File: config.mk
export PLATFORM = sky130hd
export DESIGN_NAME = utf16_to_utf8_transcoder
export DESIGN_NICKNAME = d
export VERILOG_FILES = /design/src/hw/rtl/u16u8_pkg.sv /design/src/hw/rtl/u16u8_encoder.sv /design/src/hw/rtl/utf16_to_utf8_transcoder.sv
export SDC_FILE = /design/constraint.sdc
export NUM_CORES = 1
export LEC_CHECK = 0
export BUFFER_PORTS_ARGS = -buffer_cell sky130_fd_sc_hd__buf_2
export CAP_MARGIN = 20
export CELL_PAD_IN_SITES_DETAIL_PLACEMENT = 0
export CELL_PAD_IN_SITES_GLOBAL_PLACEMENT = 1
export CORE_MARGIN = 2
export CORE_UTILIZATION = 40
export CTS_BUF_LIST = sky130_fd_sc_hd__clkbuf_2
export CTS_CLUSTER_SIZE = 8
export DETAILED_ROUTE_END_ITERATION = 16
export GPL_ROUTABILITY_DRIVEN = 0
export GPL_TIMING_DRIVEN = 0
export PLACE_DENSITY_LB_ADDON = 0.12
export SYNTH_ARGS = -nofsm -noshare
export SYNTH_HDL_FRONTEND = slang
export SYNTH_SLANG_ARGS = --single-unit
File: constraint.sdc
create_clock -name aclk -period 4.2 [get_ports aclk]
set_input_delay 0.21 -clock aclk [delete_from_list [all_inputs] [get_ports aclk]]
set_output_delay 0.21 -clock aclk [all_outputs]
set_load 0.03 [all_outputs]
File: src/hw/rtl/u16u8_pkg.sv
`timescale 1ns / 1ps
`default_nettype none

package u16u8_pkg;

    localparam logic [15:0] SURR_HIGH_LO = 16'hD800;
    localparam logic [15:0] SURR_HIGH_HI = 16'hDBFF;
    localparam logic [15:0] SURR_LOW_LO  = 16'hDC00;
    localparam logic [15:0] SURR_LOW_HI  = 16'hDFFF;
    localparam logic [15:0] NONCHAR_FFFE = 16'hFFFE;
    localparam logic [15:0] NONCHAR_FFFF = 16'hFFFF;
    localparam logic [15:0] LIMIT_1BYTE  = 16'h0080;
    localparam logic [15:0] LIMIT_2BYTE  = 16'h0800;
    localparam logic [7:0]  LEAD_2BYTE   = 8'hC0;
    localparam logic [7:0]  LEAD_3BYTE   = 8'hE0;
    localparam logic [7:0]  LEAD_4BYTE   = 8'hF0;
    localparam logic [7:0]  CONT_BYTE    = 8'h80;
    localparam logic [10:0] PLANE_OFFSET = 11'h040;

    localparam int unsigned MAX_BYTES = 4;
    localparam int unsigned CNT_W     = 3;
    localparam int unsigned IDX_W     = 2;

    // Bytes produced by one code unit, waiting to be sent one per beat
    typedef struct packed {
        logic [MAX_BYTES-1:0][7:0] bytes;
        logic [CNT_W-1:0]          count;
        logic                      last;
        logic                      err;
    } group_t;

endpackage

`default_nettype wire

File: src/hw/rtl/u16u8_encoder.sv
`timescale 1ns / 1ps
`default_nettype none

module u16u8_encoder (
    input  wire logic              aclk,
    input  wire logic              aresetn,
    input  wire logic              accept,
    input  wire logic [15:0]       code_unit,
    input  wire logic              last_unit,
    output u16u8_pkg::group_t      group
);
    import u16u8_pkg::*;

    logic [9:0]  pend_bits_reg, pend_bits_next;
    logic        pend_valid_reg, pend_valid_next;
    logic        discard_reg, discard_next;

    logic        is_high, is_low, is_nonchar;
    logic [20:0] code_point;
    logic [7:0]  cu_lo8;

    assign is_high    = (code_unit >= SURR_HIGH_LO) && (code_unit <= SURR_HIGH_HI);
    assign is_low     = (code_unit >= SURR_LOW_LO) && (code_unit <= SURR_LOW_HI);
    assign is_nonchar = (code_unit == NONCHAR_FFFE) || (code_unit == NONCHAR_FFFF);
    assign code_point = {{1'b0, pend_bits_reg} + PLANE_OFFSET, code_unit[9:0]};
    assign cu_lo8     = code_unit[7:0];

    always_comb begin
        pend_bits_next  = pend_bits_reg;
        pend_valid_next = pend_valid_reg;
        discard_next    = discard_reg;
        group.bytes     = '0;
        group.count     = '0;
        group.last      = last_unit;
        group.err       = 1'b0;
        if (accept) begin
            if (discard_reg) begin
                // drop the rest of a rejected string
                if (last_unit) begin
                    discard_next = 1'b0;
                end
            end else if ((pend_valid_reg && !is_low) || (!pend_valid_reg && is_high && last_unit)
                         || (!pend_valid_reg && (is_low || is_nonchar))) begin
                pend_valid_next = 1'b0;
                pend_bits_next  = '0;
                discard_next    = !last_unit;
                group.count     = CNT_W'(1);
                group.last      = 1'b1;
                group.err       = 1'b1;
            end else if (pend_valid_reg) begin
                group.bytes[0]  = LEAD_4BYTE | {5'd0, code_point[20:18]};
                group.bytes[1]  = CONT_BYTE | {2'd0, code_point[17:12]};
                group.bytes[2]  = CONT_BYTE | {2'd0, code_point[11:6]};
                group.bytes[3]  = CONT_BYTE | {2'd0, code_point[5:0]};
                group.count     = CNT_W'(4);
                pend_valid_next = 1'b0;
                pend_bits_next  = '0;
            end else if (is_high) begin
                // hold until the low half arrives
                pend_bits_next  = code_unit[9:0];
                pend_valid_next = 1'b1;
            end else if (code_unit < LIMIT_1BYTE) begin
                group.bytes[0] = cu_lo8;
                group.count    = CNT_W'(1);
            end else if (code_unit < LIMIT_2BYTE) begin
                group.bytes[0] = LEAD_2BYTE | {3'd0, code_unit[10:6]};
                group.bytes[1] = CONT_BYTE | {2'd0, code_unit[5:0]};
                group.count    = CNT_W'(2);
            end else begin
                group.bytes[0] = LEAD_3BYTE | {4'd0, code_unit[15:12]};
                group.bytes[1] = CONT_BYTE | {2'd0, code_unit[11:6]};
                group.bytes[2] = CONT_BYTE | {2'd0, code_unit[5:0]};
                group.count    = CNT_W'(3);
            end
        end
    end

    always_ff @(posedge aclk) begin
        if (!aresetn) begin
            pend_bits_reg  <= '0;
            pend_valid_reg <= 1'b0;
            discard_reg    <= 1'b0;
        end else begin
            pend_bits_reg  <= pend_bits_next;
            pend_valid_reg <= pend_valid_next;
            discard_reg    <= discard_next;
        end
    end

endmodule

`default_nettype wire

File: src/hw/rtl/utf16_to_utf8_transcoder.sv
`timescale 1ns / 1ps
`default_nettype none

// Channel  Dir  Handshake          Payload
// s_       in   s_valid/s_ready    s_code_unit[15:0], s_last_unit
// m_       out  m_valid/m_ready    m_out_byte[7:0], m_end_of_string, m_error
//
// A code unit is encoded in the cycle it is accepted and its 0..4 bytes are
// parked in a group register; the group drains one byte per cycle into the
// output register while m_ready does not stall it.
// The next unit is taken in the cycle the last byte of the group leaves.
// Reset (aresetn low, synchronous) clears the held surrogate, the drop flag
// and both valid paths. A stall on m_ready holds the output beat and backs up
// into s_ready once the group register is full.

module utf16_to_utf8_transcoder (
    input  wire logic        aclk,
    input  wire logic        aresetn,
    input  wire logic        s_valid,
    output logic             s_ready,
    input  wire logic [15:0] s_code_unit,
    input  wire logic        s_last_unit,
    output logic             m_valid,
    input  wire logic        m_ready,
    output logic [7:0]       m_out_byte,
    output logic             m_end_of_string,
    output logic             m_error
);
    import u16u8_pkg::*;

    group_t                    enc_group;
    logic                      s_fire, out_load;

    logic [MAX_BYTES-1:0][7:0] grp_bytes_reg;
    logic [CNT_W-1:0]          grp_cnt_reg, grp_cnt_next;
    logic [IDX_W-1:0]          grp_idx_reg, grp_idx_next;
    logic                      grp_last_reg;
    logic                      grp_err_reg;

    logic                      m_valid_reg, m_valid_next;
    logic [7:0]                m_byte_reg;
    logic                      m_end_reg;
    logic                      m_err_reg;

    assign out_load = (grp_cnt_reg != '0) && (!m_valid_reg || m_ready);
    assign s_ready  = (grp_cnt_reg == '0) || (out_load && grp_cnt_reg == CNT_W'(1));
    assign s_fire   = s_valid && s_ready;

    u16u8_encoder u_encoder (
        .aclk      (aclk),
        .aresetn   (aresetn),
        .accept    (s_fire),
        .code_unit (s_code_unit),
        .last_unit (s_last_unit),
        .group     (enc_group)
    );

    always_comb begin
        grp_cnt_next = grp_cnt_reg;
        grp_idx_next = grp_idx_reg;
        if (out_load) begin
            grp_cnt_next = grp_cnt_reg - CNT_W'(1);
            grp_idx_next = grp_idx_reg + IDX_W'(1);
        end
        if (s_fire) begin
            grp_cnt_next = enc_group.count;
            grp_idx_next = '0;
        end
    end

    always_comb begin
        if (out_load) begin
            m_valid_next = 1'b1;
        end else if (m_ready) begin
            m_valid_next = 1'b0;
        end else begin
            m_valid_next = m_valid_reg;
        end
    end

    always_ff @(posedge aclk) begin
        if (!aresetn) begin
            grp_cnt_reg <= '0;
            grp_idx_reg <= '0;
            m_valid_reg <= 1'b0;
        end else begin
            grp_cnt_reg <= grp_cnt_next;
            grp_idx_reg <= grp_idx_next;
            m_valid_reg <= m_valid_next;
        end
    end

    always_ff @(posedge aclk) begin
        if (s_fire) begin
            grp_bytes_reg <= enc_group.bytes;
            grp_last_reg  <= enc_group.last;
            grp_err_reg   <= enc_group.err;
        end
        if (out_load) begin
            m_byte_reg <= grp_bytes_reg[grp_idx_reg];
            // end flag only on the final byte of the group
            m_end_reg  <= grp_last_reg && (grp_cnt_reg == CNT_W'(1));
            m_err_reg  <= grp_err_reg;
        end
    end

    assign m_valid         = m_valid_reg;
    assign m_out_byte      = m_byte_reg;
    assign m_end_of_string = m_end_reg;
    assign m_error         = m_err_reg;

endmodule

`default_nettype wire

# Word-level counts from Yosys, hierarchy flattened
# Index checks and enable logic that the tools add are counted.
[totals]
out_inout_bits = 12
ff_bits = 62
[classes]
n_mux = 25
n_eq_ne = 3
add_sub_neg = 3
magnitude_cmp = 7
reduce_logical = 32
n_bitwise = 3
[op_table]
columns = ["op", "n"]
rows = [
  ["2-to-1 mux 27 bit", 2],
  ["== test 16 bit (second input constant)", 2],
  [">= comparator 16 bit (second input constant)", 2],
  ["<= comparator 16 bit (second input constant)", 2],
  ["2-to-1 mux 10 bit", 3],
  ["2-to-1 mux 8 bit", 3],
  ["2-to-1 mux 17 bit", 1],
  ["binary-select mux 8 bit (select 2 bit)", 1],
  ["< comparator 16 x 12 -> 1 bit (second input constant)", 1],
  ["< comparator 16 x 8 -> 1 bit (second input constant)", 1],
  ["2-to-1 mux 16 bit", 1],
  ["adder 10 x 7 -> 11 bit (second input constant)", 1],
  ["2-to-1 mux 11 bit", 1],
  ["logical AND 1 bit", 10],
  ["2-to-1 mux 3 bit", 3],
  ["2-to-1 mux 1 bit", 8],
  ["logical OR 1 bit", 6],
  ["nonzero test 3 bit", 2],
  ["2-to-1 mux 5 bit", 1],
  ["OR reduction 5 bit", 1],
  ["logical NOT 1 bit", 4],
  ["nonzero test 2 bit", 2],
  ["OR reduction 2 bit", 2],
  ["OR reduction 4 bit", 1],
  ["other kinds (10)", 12],
]

# Longest topological paths before layout
# Gate-level depths: netlist (run 1).
[logic_depth]
word_depth = 9
ltp_mapped = 8
ltp_nobuf = 8

# Hierarchy
# A second synthesis (run 1) with hierarchy kept.
[unflattened]
hier_cells = 264
area_unflattened_um2 = 3118.0
[by_module_without_submodules]
columns = ["module", "area_per_inst_um2", "cells_per_inst", "seq_area_each_um2", "n_inst"]
rows = [
  ["utf16_to_utf8_transcoder", 1894.3, 95, 1441.4, 1],
  ["u16u8_encoder", 1223.7, 169, 240.2, 1],
]

# Worst setup path after synthesis (run 1)
# OpenSTA, ideal clock, no wires.
[synth_timing]
kind = "register to register"
start = "register m_valid_reg (netlist: m_valid)"
end = "register grp_cnt_reg[0]"
n_path_buf = 0
path_stages_with_launch = 7
setup_ns = 0.124
synth_period_minus_slack_ns = 2.851
t_arrival_ns = 2.728
slack_ns = 1.349
t_required_ns = 4.076
cell_sequence = "dfxtp_1 > nor2b_1 > o21ai_0 > nand2_1 > inv_1 > o21ai_0 > o311a_2"
[synth_via]
elab_chain_len = 7
elab_cells_between_ends = 8
cone_classes = "1 x mux; 7 x reduce/logical"
[synth_rtl]
columns = ["element", "line", "rtl"]
rows = [
  ["start, declared", "utf16_to_utf8_transcoder.sv:40", "logic m_valid_reg, m_valid_next;"],
  ["start signal, assigned", "utf16_to_utf8_transcoder.sv:89", "m_valid_reg <= m_valid_next;"],
  ["logical NOT 1 bit (*)", "utf16_to_utf8_transcoder.sv:45", "assign out_load = (grp_cnt_reg != '0) && (!m_valid_reg || m_ready);"],
  ["logical OR 1 bit (*)", "utf16_to_utf8_transcoder.sv:45", ""],
  ["logical AND 1 bit (*)", "utf16_to_utf8_transcoder.sv:45", ""],
  ["logical AND 1 bit (*)", "utf16_to_utf8_transcoder.sv:46", "assign s_ready = (grp_cnt_reg == '0) || (out_load && grp_cnt_reg == CNT_W'(1));"],
  ["logical OR 1 bit (*)", "utf16_to_utf8_transcoder.sv:46", ""],
  ["named net s_ready", "utf16_to_utf8_transcoder.sv:20", "output logic s_ready,"],
  ["logical AND 1 bit (*)", "utf16_to_utf8_transcoder.sv:47", "assign s_fire = s_valid && s_ready;"],
  ["named net s_fire", "utf16_to_utf8_transcoder.sv:32", "logic s_fire, out_load;"],
  ["2-to-1 mux 3 bit / nonzero test 2 bit (equally long branches)", "-", ""],
  ["end signal, assigned", "utf16_to_utf8_transcoder.sv:87", "grp_cnt_reg <= grp_cnt_next;"],
  ["end, declared", "utf16_to_utf8_transcoder.sv:35", "logic [CNT_W-1:0] grp_cnt_reg, grp_cnt_next;"],
]
# Mark *: on every way through the listed nets, which the timed path passes. The rest lies on a longest branch.
# A chain may end at the register's enable or synchronous reset.

# Worst setup path after layout (run 1)
[layout_timing]
start = "input port s_code_unit[3]"
end = "register u_encoder.pend_bits_reg[6]"
[layout_via]
elab_chain_len = 8
elab_cells_between_ends = 20
cone_classes = "4 x order compare; 2 x eq/ne; 1 x mux; 13 x reduce/logical"
[layout_rtl]
columns = ["element", "line", "rtl"]
rows = [
  ["start, declared", "utf16_to_utf8_transcoder.sv:21", "input wire logic [15:0] s_code_unit,"],
  [">= comparator 16 bit, or another cell as far along", "u16u8_encoder.sv:23", "assign is_low = (code_unit >= SURR_LOW_LO) && (code_unit <= SURR_LOW_HI);"],
  ["logical AND 1 bit, on equally long branches", "u16u8_encoder.sv:23, u16u8_encoder.sv:22", ""],
  ["logical NOT 1 bit / logical AND 1 bit (equally long branches)", "u16u8_encoder.sv:42", "end else if ((pend_valid_reg && !is_low) || (!pend_valid_reg && is_high && last_unit)"],
  ["logical AND 1 bit", "u16u8_encoder.sv:42", ""],
  ["logical OR 1 bit", "u16u8_encoder.sv:42", ""],
  ["logical OR 1 bit", "u16u8_encoder.sv:43", "|| (!pend_valid_reg && (is_low || is_nonchar))) begin"],
  ["nonzero test 3 bit (no line)", "-", ""],
  ["AND reduction 3 bit (no line)", "-", ""],
  ["end signal, assigned", "u16u8_encoder.sv:84", "pend_bits_reg <= pend_bits_next;"],
  ["end, declared", "u16u8_encoder.sv:14", "logic [9:0] pend_bits_reg, pend_bits_next;"],
]
# Several ways; a longest one is shown, not always the timed one.

==> flow_summary.json, run 1 <==
{
  "status": "completed",
  "pwr-share-comb_pct": 36.2,
  "final_antenna_net_count": 0,
  "synthXorXnorAreaFrac_pct": 1.87,
  "fin_crit_sh_pct": 53.5,
  "dr.pass1.iters": 4,
  "syn_inst": 232,
  "synth-edff-count": 41,
  "path_common_cell": "buf_2",
  "synth.top_cell.area_share_pct": 43.9,
  "worst_r2r_endpoint": "u_encoder.pend_bits_reg[6]",
  "layoutNonFillerInstCount": 386,
  "tightestPinTransition_ps": 865,
  "grt_use_total_pct": 18.5,
  "synth-compound-area-share_pct": 13.3,
  "path_depth": 8,
  "period_minus_slack_ps": 2250,
  "clkPwrFrac_pct": 16.3,
  "path_buf_inv": 3,
  "critPathArrivalTime_ps": 2640,
  "cap_violations": 0,
  "boundaryPins": 33,
  "grt_max_degree": 27,
  "synth.most_common_cell": "edfxtp_1",
  "yosysTopAreaCell": "edfxtp_1",
  "avgSynthCellArea_um2": 12.1,
  "switching_share_pct": 37.1,
  "path_delay_family": "compound AO/OA/AOI/OAI gates",
  "worstSetupPathType": "input port to flip-flop",
  "drt_wl_total_um": 6430,
  "synth_fp_nets": 257,
  "design_area_um2": 3290,
  "startpoint": "s_code_unit[3]",
  "timing.critical_path.cells": "dlygate4sd3_1, buf_2, nand4_1, o41ai_1, a32o_2, nor3_1, buf_2, a22o_1",
  "fmaxAchievable_mhz": 445,
  "largest_reg_flops": 29,
  "grt_pass1_wl_um": 10400,
  "synthFlopType": "edfxtp_1",
  "crit_required_ps": 4590,
  "antenna_cells": 0,
  "cts_made_buffers": 9,
  "die_area_um2": 7700,
  "drive_above_1_share_pct": 26.6,
  "total_power_uw": 1820,
  "ys_warn_count": 0,
  "wl_met3_um": 301,
  "clk_path_buf_depth": 2,
  "rr_startpoint": "grp_cnt_reg[1]",
  "final.fill_count": 648,
  "ir_worst_vdd_v": 0.000286,
  "multi_input_area_um2": 1120,
  "fp.dieH_um": 87.7,
  "async_flop_share_pct": 0,
  "cts_tree": "built",
  "grt_pass1_vias": 1997,
  "synth_mux_area_share_pct": 7.40,
  "row_count": 30,
  "via_per_inst": 5.26,
  "wl_per_cell_um": 16.7,
  "ys_ff_latch": 59,
  "leakagePower_uw": 0.00126,
  "rsz0062_at_grt": "false",
  "r2r_setup_slack_ps": 2140,
  "cpMaxStageDelayCell": "o41ai_1",
  "synth_top_family_by_area": "simple AND/OR/NAND/NOR gates",
  "antenna_found_initial": 0,
  "hpwl_um": 4590,
  "synth_common_cells": "edfxtp_1 (41), a21oi_1 (19), dfxtp_1 (18)",
  "crit_end": "u_encoder.pend_bits_reg[6]",
  "post_cts_buffers": 0,
  "worst-path-max-fanout": 10,
  "overflow": 0,
  "synthSimpleGateAreaFrac_pct": 15.4,
  "htreeDepth": 3,
  "dr_total_vias": 2029,
  "wl_met2_um": 2860,
  "remaining_drc_errors": 0,
  "clk_transition_reported_paths_ps": 160,
  "synth_area_leaders": "edfxtp_1 (44%), dfxtp_1 (13%), mux4_2 (5.6%)",
  "hold_viol": 0,
  "slew_violations": 0,
  "die_w_um": 87.7,
  "core_um2": 6790,
  "cts_sinks": 59,
  "start_kind": "input port",
  "cts_root_buffer": "clkbuf_2",
  "r2r_cells": 8,
  "post-route-util_pct": 48.4,
  "area_growth_pct": 17.3,
  "p_seq_share_pct": 47.5,
  "m1WireLength_um": 3170,
  "io_buffers": 31,
  "intPower_uw": 1150,
  "finish.net_count": 310,
  "highest_layer": "met4",
  "relSlewSlack_pct": 42.3,
  "p_switching_uw": 677,
  "placed_cell_area_um2": 3120,
  "setup-tns-final_ps": 0,
  "drt-initial-drc-count": 102,
  "worst_path_largest_cell_delay_ps": 690,
  "synth_area_um2": 2810,
  "dp.cells": 361,
  "min_path_type": "input port to flip-flop",
  "clk_latency_ps": 490,
  "finalClockSkew_ps": 28.7,
  "synth_seq_area_share_pct": 56.7,
  "synthDistinctLibCells": 53,
  "start_util_pct": 41.3,
  "endpoint_kind": "flip-flop",
  "cellPowerDensity_nw_per_um2": 554,
  "register_area_um2": 1590,
  "synthAdderAreaFrac_pct": 1.78,
  "setup_viol_count_final": 0
}
## cell usage in the layout (no fill, tap or decap), types with 5 or more instances in the layout
cell type      count
edfxtp_1          41
buf_2             34
a21oi_1           19
dfxtp_1           18
nand2_1           14
nor2_1            12
inv_1             10
a22o_1            10
clkbuf_2          10
dlygate4sd3_1      9
o21ai_0            7
mux4_2             7
and3_1             6
nand3_1            5
mux2i_1            5
and2_1             5
## logic make-up after synthesis
kind of cell / after synthesis
AO/OA/AOI/OAI: 53
XOR/XNOR: 6
adder cells (fa/ha/maj): 4
buffers and inverters: 21
flip-flops: 59
multiplexers: 12
AND/OR/NAND/NOR: 77
## power groups by stage
stage / Combinational, uW / Clock (uW) / Sequential [uW]
finish: 660 / 297 / 865
global route: 727 / 333 / 880
CTS: 672 / 301 / 867
detailed placement: 666 / 0 / 881
global placement: 621 / 0 / 882
floorplan: 357 / 0 / 987
## how the worst min path moves through the flow
stage / start / endpoint / cells past startpoint
floorplan: s_last_unit / u_encoder.discard_reg / 1
global route: s_code_unit[4] / u_encoder.pend_bits_reg[4] / 2
global placement: grp_err_reg / m_error / 0
finish: s_code_unit[4] / u_encoder.pend_bits_reg[4] / 2
detailed placement: grp_err_reg / m_error / 0
CTS: s_code_unit[3] / u_encoder.pend_bits_reg[3] / 2
## routing by layer
| metal | vias up | global-route usage (%) |
|---|---|---|
| met1 | 958 | 26.3 |
| li1 | 1001 | - |
| met4 | 0 | 7.83 |
| met5 | - | 0 |
| met3 | 10 | 5.28 |
| met2 | 60 | 26.7 |
## cell type report
type	count	area share, %
flip-flops and latches	59	48.4
multi-input cells	152	33.9
repair buffers	42	8.52
well taps	96	3.65
plain buffers	10	1.71
clock buffers	10	1.52
inverters	11	1.26
clock inverters	6	1.03
## through the flow
stage / worst slack [ps] / hold WS (ps)
floorplan: 1350 / 304
global placement: 1620 / 409
detailed placement: 2060 / 417
CTS: 2040 / 3.61
global route: 1890 / 3.10
finish: 1950 / 45.2
## timing repair
item                      in CTS  in global routing
hold endpoints to repair       8                  2
hold buffers                   7                  2
resized for setup              0                  0
Note: power is estimated with default switching activity, not from simulation.
==> run 2: changes to the inputs <==
clock period = 1.8 ns   (was 4.2 ns; I/O delays follow)
==> run 2 against run 1 <==
- die area stayed put
- cell count grew 3.6%
- largest power group unchanged
- critical path type is now flip-flop to flip-flop
- clock skew fell by 5.9 ps
- hold slack worse by 21 ps
- routed wire length is 8.3% higher
- global-route usage is 0.72 points higher
- final area grew 9.1%
==> flow_summary.json, run 2 (synthesis results as in run 1) <==
{
  "status": "completed",
  "io_buffers": 31,
  "cap_violations": 0,
  "placed_cell_area_um2": 3140,
  "dr.pass1.iters": 4,
  "total_power_uw": 4810,
  "fp.dieH_um": 87.7,
  "ir_worst_vdd_v": 0.000559,
  "remaining_drc_errors": 0,
  "drive_above_1_share_pct": 33.9,
  "boundaryPins": 33,
  "drt_wl_total_um": 6960,
  "antenna_cells": 0,
  "r2r_setup_slack_ps": 20,
  "die_w_um": 87.7,
  "fmaxAchievable_mhz": 562,
  "grt_use_total_pct": 19.3,
  "cpMaxStageDelayCell": "or4_4",
  "layoutNonFillerInstCount": 400,
  "die_area_um2": 7700,
  "start_util_pct": 41.3,
  "leakagePower_uw": 0.00136,
  "final_cell_mix": "edfxtp_1 (41), buf_2 (33), dlygate4sd3_1 (18)",
  "period_minus_slack_ps": 1780,
  "dr_total_vias": 2101,
  "grt_pass1_vias": 2011,
  "cts_root_buffer": "clkbuf_2",
  "wl_per_cell_um": 17.4,
  "crit_required_ps": 2150,
  "htreeDepth": 3,
  "cellPowerDensity_nw_per_um2": 1340,
  "overflow": 0,
  "area_growth_pct": 28.0,
  "final_common_cell": "edfxtp_1",
  "grt_pass1_wl_um": 10800,
  "finish.net_count": 324,
  "largest_reg_flops": 29,
  "cts_sinks": 59,
  "clk_latency_ps": 490,
  "dp.cells": 359,
  "design_area_um2": 3590,
  "clk_path_buf_depth": 2,
  "fin_crit_sh_pct": 98.8,
  "worst-path-max-fanout": 7,
  "slew_violations": 0,
  "hpwl_um": 4580,
  "worst_path_largest_cell_delay_ps": 520,
  "setup_viol_count_final": 0,
  "tightestPinTransition_ps": 681,
  "finalClockSkew_ps": 22.9,
  "setup-tns-final_ps": 0,
  "worstSetupPathType": "flip-flop to flip-flop",
  "antenna_found_initial": 0,
  "clk_transition_reported_paths_ps": 180,
  "cts_tree": "built",
  "endpoint_kind": "flip-flop",
  "hold_viol": 0,
  "min_path_type": "input port to flip-flop",
  "final_antenna_net_count": 0,
  "post-route-util_pct": 52.8,
  "relSlewSlack_pct": 54.0,
  "core_um2": 6790,
  "grt_max_degree": 19,
  "timing.critical_path.cells": "a31o_1, a32o_2, or4_4, buf_6, nor2_2",
  "via_per_inst": 5.25,
  "row_count": 30,
  "critPathArrivalTime_ps": 2130,
  "final.fill_count": 647,
  "cts_made_buffers": 9,
  "start_kind": "flip-flop",
  "drt-initial-drc-count": 127
}
-- run 2: cell types whose count changed in the layout (fill, tap and decap cells not counted), moves of 4 or more --
cell and delta:
dfxtp_1 -4, o21ai_1 +4, o21ai_0 -5, buf_4 +5
dlygate4sd3_1 +9
-- run 2: final timing paths --
| path | from | cells after the start | to |
|---|---|---|---|
| max | u_encoder.pend_valid_reg | 5 | grp_bytes_reg[19] |
| min | s_code_unit[5] | 3 | grp_bytes_reg[21] |
| max reg2reg | u_encoder.pend_valid_reg | 5 | grp_bytes_reg[19] |
| min reg2reg | grp_err_reg | 0 | m_error |
-- run 2: area by class of cell --
type	instances	area (um^2)	area share [%]
tap	96	120	3.35
buffer	8	52.6	1.46
clock inverter	7	58.8	1.64
timing repair inverter	1	7.51	0.209
inverter	11	47.5	1.32
sequential	59	1600	44.6
clock buffer	9	45.0	1.25
multi-input combinational	152	1220	34.1
timing repair buffer	57	433	12.1
-- run 2: what timing repair did --
action | CTS | global route
hold buffers | 18 | 0
setup buffers | 4 | 4
pin swaps | 3 | 6
cloned | 1 | 0
gates resized for setup | 9 | 9
hold endpoints to repair | 20 | 0
setup endpoints to repair | 63 | 40
-- run 2: report_power, final --
group	total (uW)	internal [uW]	leakage (uW)	switching, uW
clock network	800	302	0.0000642	498
logic	1920	849	0.000763	1070
registers	2090	1930	0.000529	159
total	4810	3090	0.00136	1730
-- run 2: per-stage QoR --
stage	setup slack (ps)	hold slack, ps
2_1_floorplan	-36.2	184
3_3_place_gp	-291	310
3_5_place_dp	-369	307
4_1_cts	3.31	2.02
5_1_grt	-0.707	24.9
6_report	22.1	24.2
-- run 2: critical path, delay by kind of cell (launching register included) --
kind,cells,cell delay (ps)
buf+inv,1,160
simple gates,2,620
flops,1,390
compound gates,2,460
-- run 2: per-layer routing --
layer	GRT usage, %	wire [um]	part of all wire, %
met4	8.11	82	1.2
met1	28.0	3450	50
met3	3.11	273	3.9
met5	0	0	0
met2	28.7	3160	45
==> run 3: changes to the inputs <==
clock period = 1.45 ns   (was 1.8 ns; I/O delays follow)
==> run 3 against run 2 <==
- the flow now finishes with violations (setup timing)
- critical path depth is the same
- final area grew 10%
- routed wire length grew 3.3%
- flip-flop and latch count is the same
- worst setup slack lost 260 ps
- critical path type unchanged
==> flow_summary.json, run 3 (synthesis results as in run 1) <==
{
  "status": "finished, violations left",
  "violations": "setup timing",
  "grt_use_total_pct": 21.1,
  "setup_ws_ps": -236,
  "ir_worst_vdd_v": 0.000608,
  "endpoint_kind": "flip-flop",
  "path_delay_family": "compound AO/OA/AOI/OAI gates",
  "cellPowerDensity_nw_per_um2": 1730,
  "cts_root_buffer": "clkbuf_2",
  "fmaxAchievable_mhz": 593,
  "cts_sinks": 59,
  "place_ws_ps": -630,
  "path_buf_inv": 1,
  "grt_max_degree": 11,
  "final.fill_count": 591,
  "cts_made_buffers": 9,
  "largest_reg_flops": 29,
  "start_kind": "flip-flop",
  "r2r_cells": 5,
  "total_power_uw": 6870,
  "antenna_cells": 0,
  "clk_latency_ps": 480,
  "drive_above_1_share_pct": 44.7,
  "m1WireLength_um": 3330,
  "wl_per_cell_um": 17.3,
  "path_depth": 5,
  "crit_required_ps": 1760,
  "drt_wl_total_um": 7190,
  "final_common_cell": "edfxtp_1",
  "cts_tree": "built",
  "final_antenna_net_count": 0,
  "dr_total_vias": 2167,
  "antenna_found_initial": 0,
  "period_minus_slack_ps": 1690,
  "cpMaxStageDelayCell": "dfxtp_4",
  "area_growth_pct": 41.2,
  "die_area_um2": 7700,
  "fp.dieH_um": 87.7,
  "finalClockSkew_ps": 14.7,
  "worstSetupPathType": "flip-flop to flip-flop",
  "rsz0062_at_grt": "true",
  "grt_pass1_wl_um": 11800,
  "row_count": 30,
  "relSlewSlack_pct": 55.7,
  "worst_path_largest_cell_delay_ps": 380,
  "remaining_drc_errors": 0,
  "slew_violations": 0,
  "final_cell_mix": "edfxtp_1 (41), buf_2 (31), dlygate4sd3_1 (16)",
  "wl_met2_um": 3330,
  "leakagePower_uw": 0.00152,
  "cap_violations": 0,
  "clk_path_buf_depth": 2,
  "hold_viol": 0,
  "layoutNonFillerInstCount": 416,
  "boundaryPins": 33,
  "timing.critical_path.cells": "a31o_1, a32o_2, buf_12, or3_4, a221oi_2",
  "core_um2": 6790,
  "critPathArrivalTime_ps": 2000,
  "fin_crit_sh_pct": 116,
  "grt_pass1_vias": 2152,
  "drt-initial-drc-count": 125,
  "worst-path-max-fanout": 4,
  "io_buffers": 31,
  "wl_met3_um": 460,
  "htreeDepth": 3,
  "dr.pass1.iters": 4,
  "min_path_cells": 3,
  "min_path_type": "input port to flip-flop",
  "dp.cells": 359,
  "tightestPinTransition_ps": 655,
  "finish.net_count": 340,
  "start_util_pct": 41.3,
  "highest_layer": "met4",
  "overflow": 0,
  "via_per_inst": 5.21,
  "die_w_um": 87.7,
  "clk_transition_reported_paths_ps": 170,
  "hpwl_um": 4550,
  "setup_viol_count_final": 67
}
## run 3: cell types whose count changed in the layout (fill, tap and decap cells not counted), sizes merged
cell,change
clkinv,-3
clkbuf,+2
dlygate4sd3,-2
o2bb2ai,+1
inv,+1
bufinv,+2
buf,+16
clkinvlp,-1
## run 3: what timing repair did
action | 4_1_cts | 5_1_grt
setup buffers | 19 | 6
pin swaps | 13 | 12
hold buffers | 16 | 0
hold endpoints to repair | 21 | 0
endpoints found under the setup margin | 94 | 89
gates cloned | 3 | 0
resized for setup | 37 | 14
## run 3: worst paths after layout
check | from | end | slack (ps)
worst min-delay path | s_code_unit[6] | grp_bytes_reg[6] | 60
worst max-delay path | u_encoder.pend_valid_reg | grp_bytes_reg[5] | -240
worst min register to register | grp_err_reg | m_error | 440
worst max register to register | u_encoder.pend_valid_reg | grp_bytes_reg[5] | -240
## run 3: area by class of cell
type | count | area [um^2] | area share [%]
clock buffer | 10 | 50.0 | 1.26
timing repair buffer | 73 | 608 | 15.4
multi-input combinational | 153 | 1360 | 34.3
tap | 96 | 120 | 3.03
inverter | 11 | 55.1 | 1.39
clock inverter | 6 | 104 | 2.62
sequential | 59 | 1600 | 40.5
buffer | 7 | 51.3 | 1.30
timing repair inverter | 1 | 7.51 | 0.190
## run 3: worst min-delay path: cells and delay by family
| family | cells | cell delay, ps |
|---|---|---|
| buffers and inverters | 2 | 200 |
| AO/OA/AOI/OAI | 1 | 140 |
## run 3: metrics by stage
stage	setup TNS [ps]	area [um^2]	util, %	hold slack [ps]
global route	-15150	3960	58.3	22.5
global placement	-40150	3180	46.9	297
CTS	-8140	3860	56.8	6.45
floorplan	-17860	2910	-	166
finish	-9870	3960	58.3	57.8
detailed placement	-41180	3180	46.9	298
## run 3: routing by layer
layer	vias to the layer above	global-route usage, %
li1	1058	-
met1	1024	29.9
met2	77	31.1
met3	8	5.56
met4	0	7.69
met5	-	0
## run 3: where the power goes
part	leakage, uW	internal, uW	total, uW	switching (uW)
Clock	0.0000933	741	1350	607
Combinational	0.000895	1430	2950	1520
Sequential	0.000529	2410	2570	159
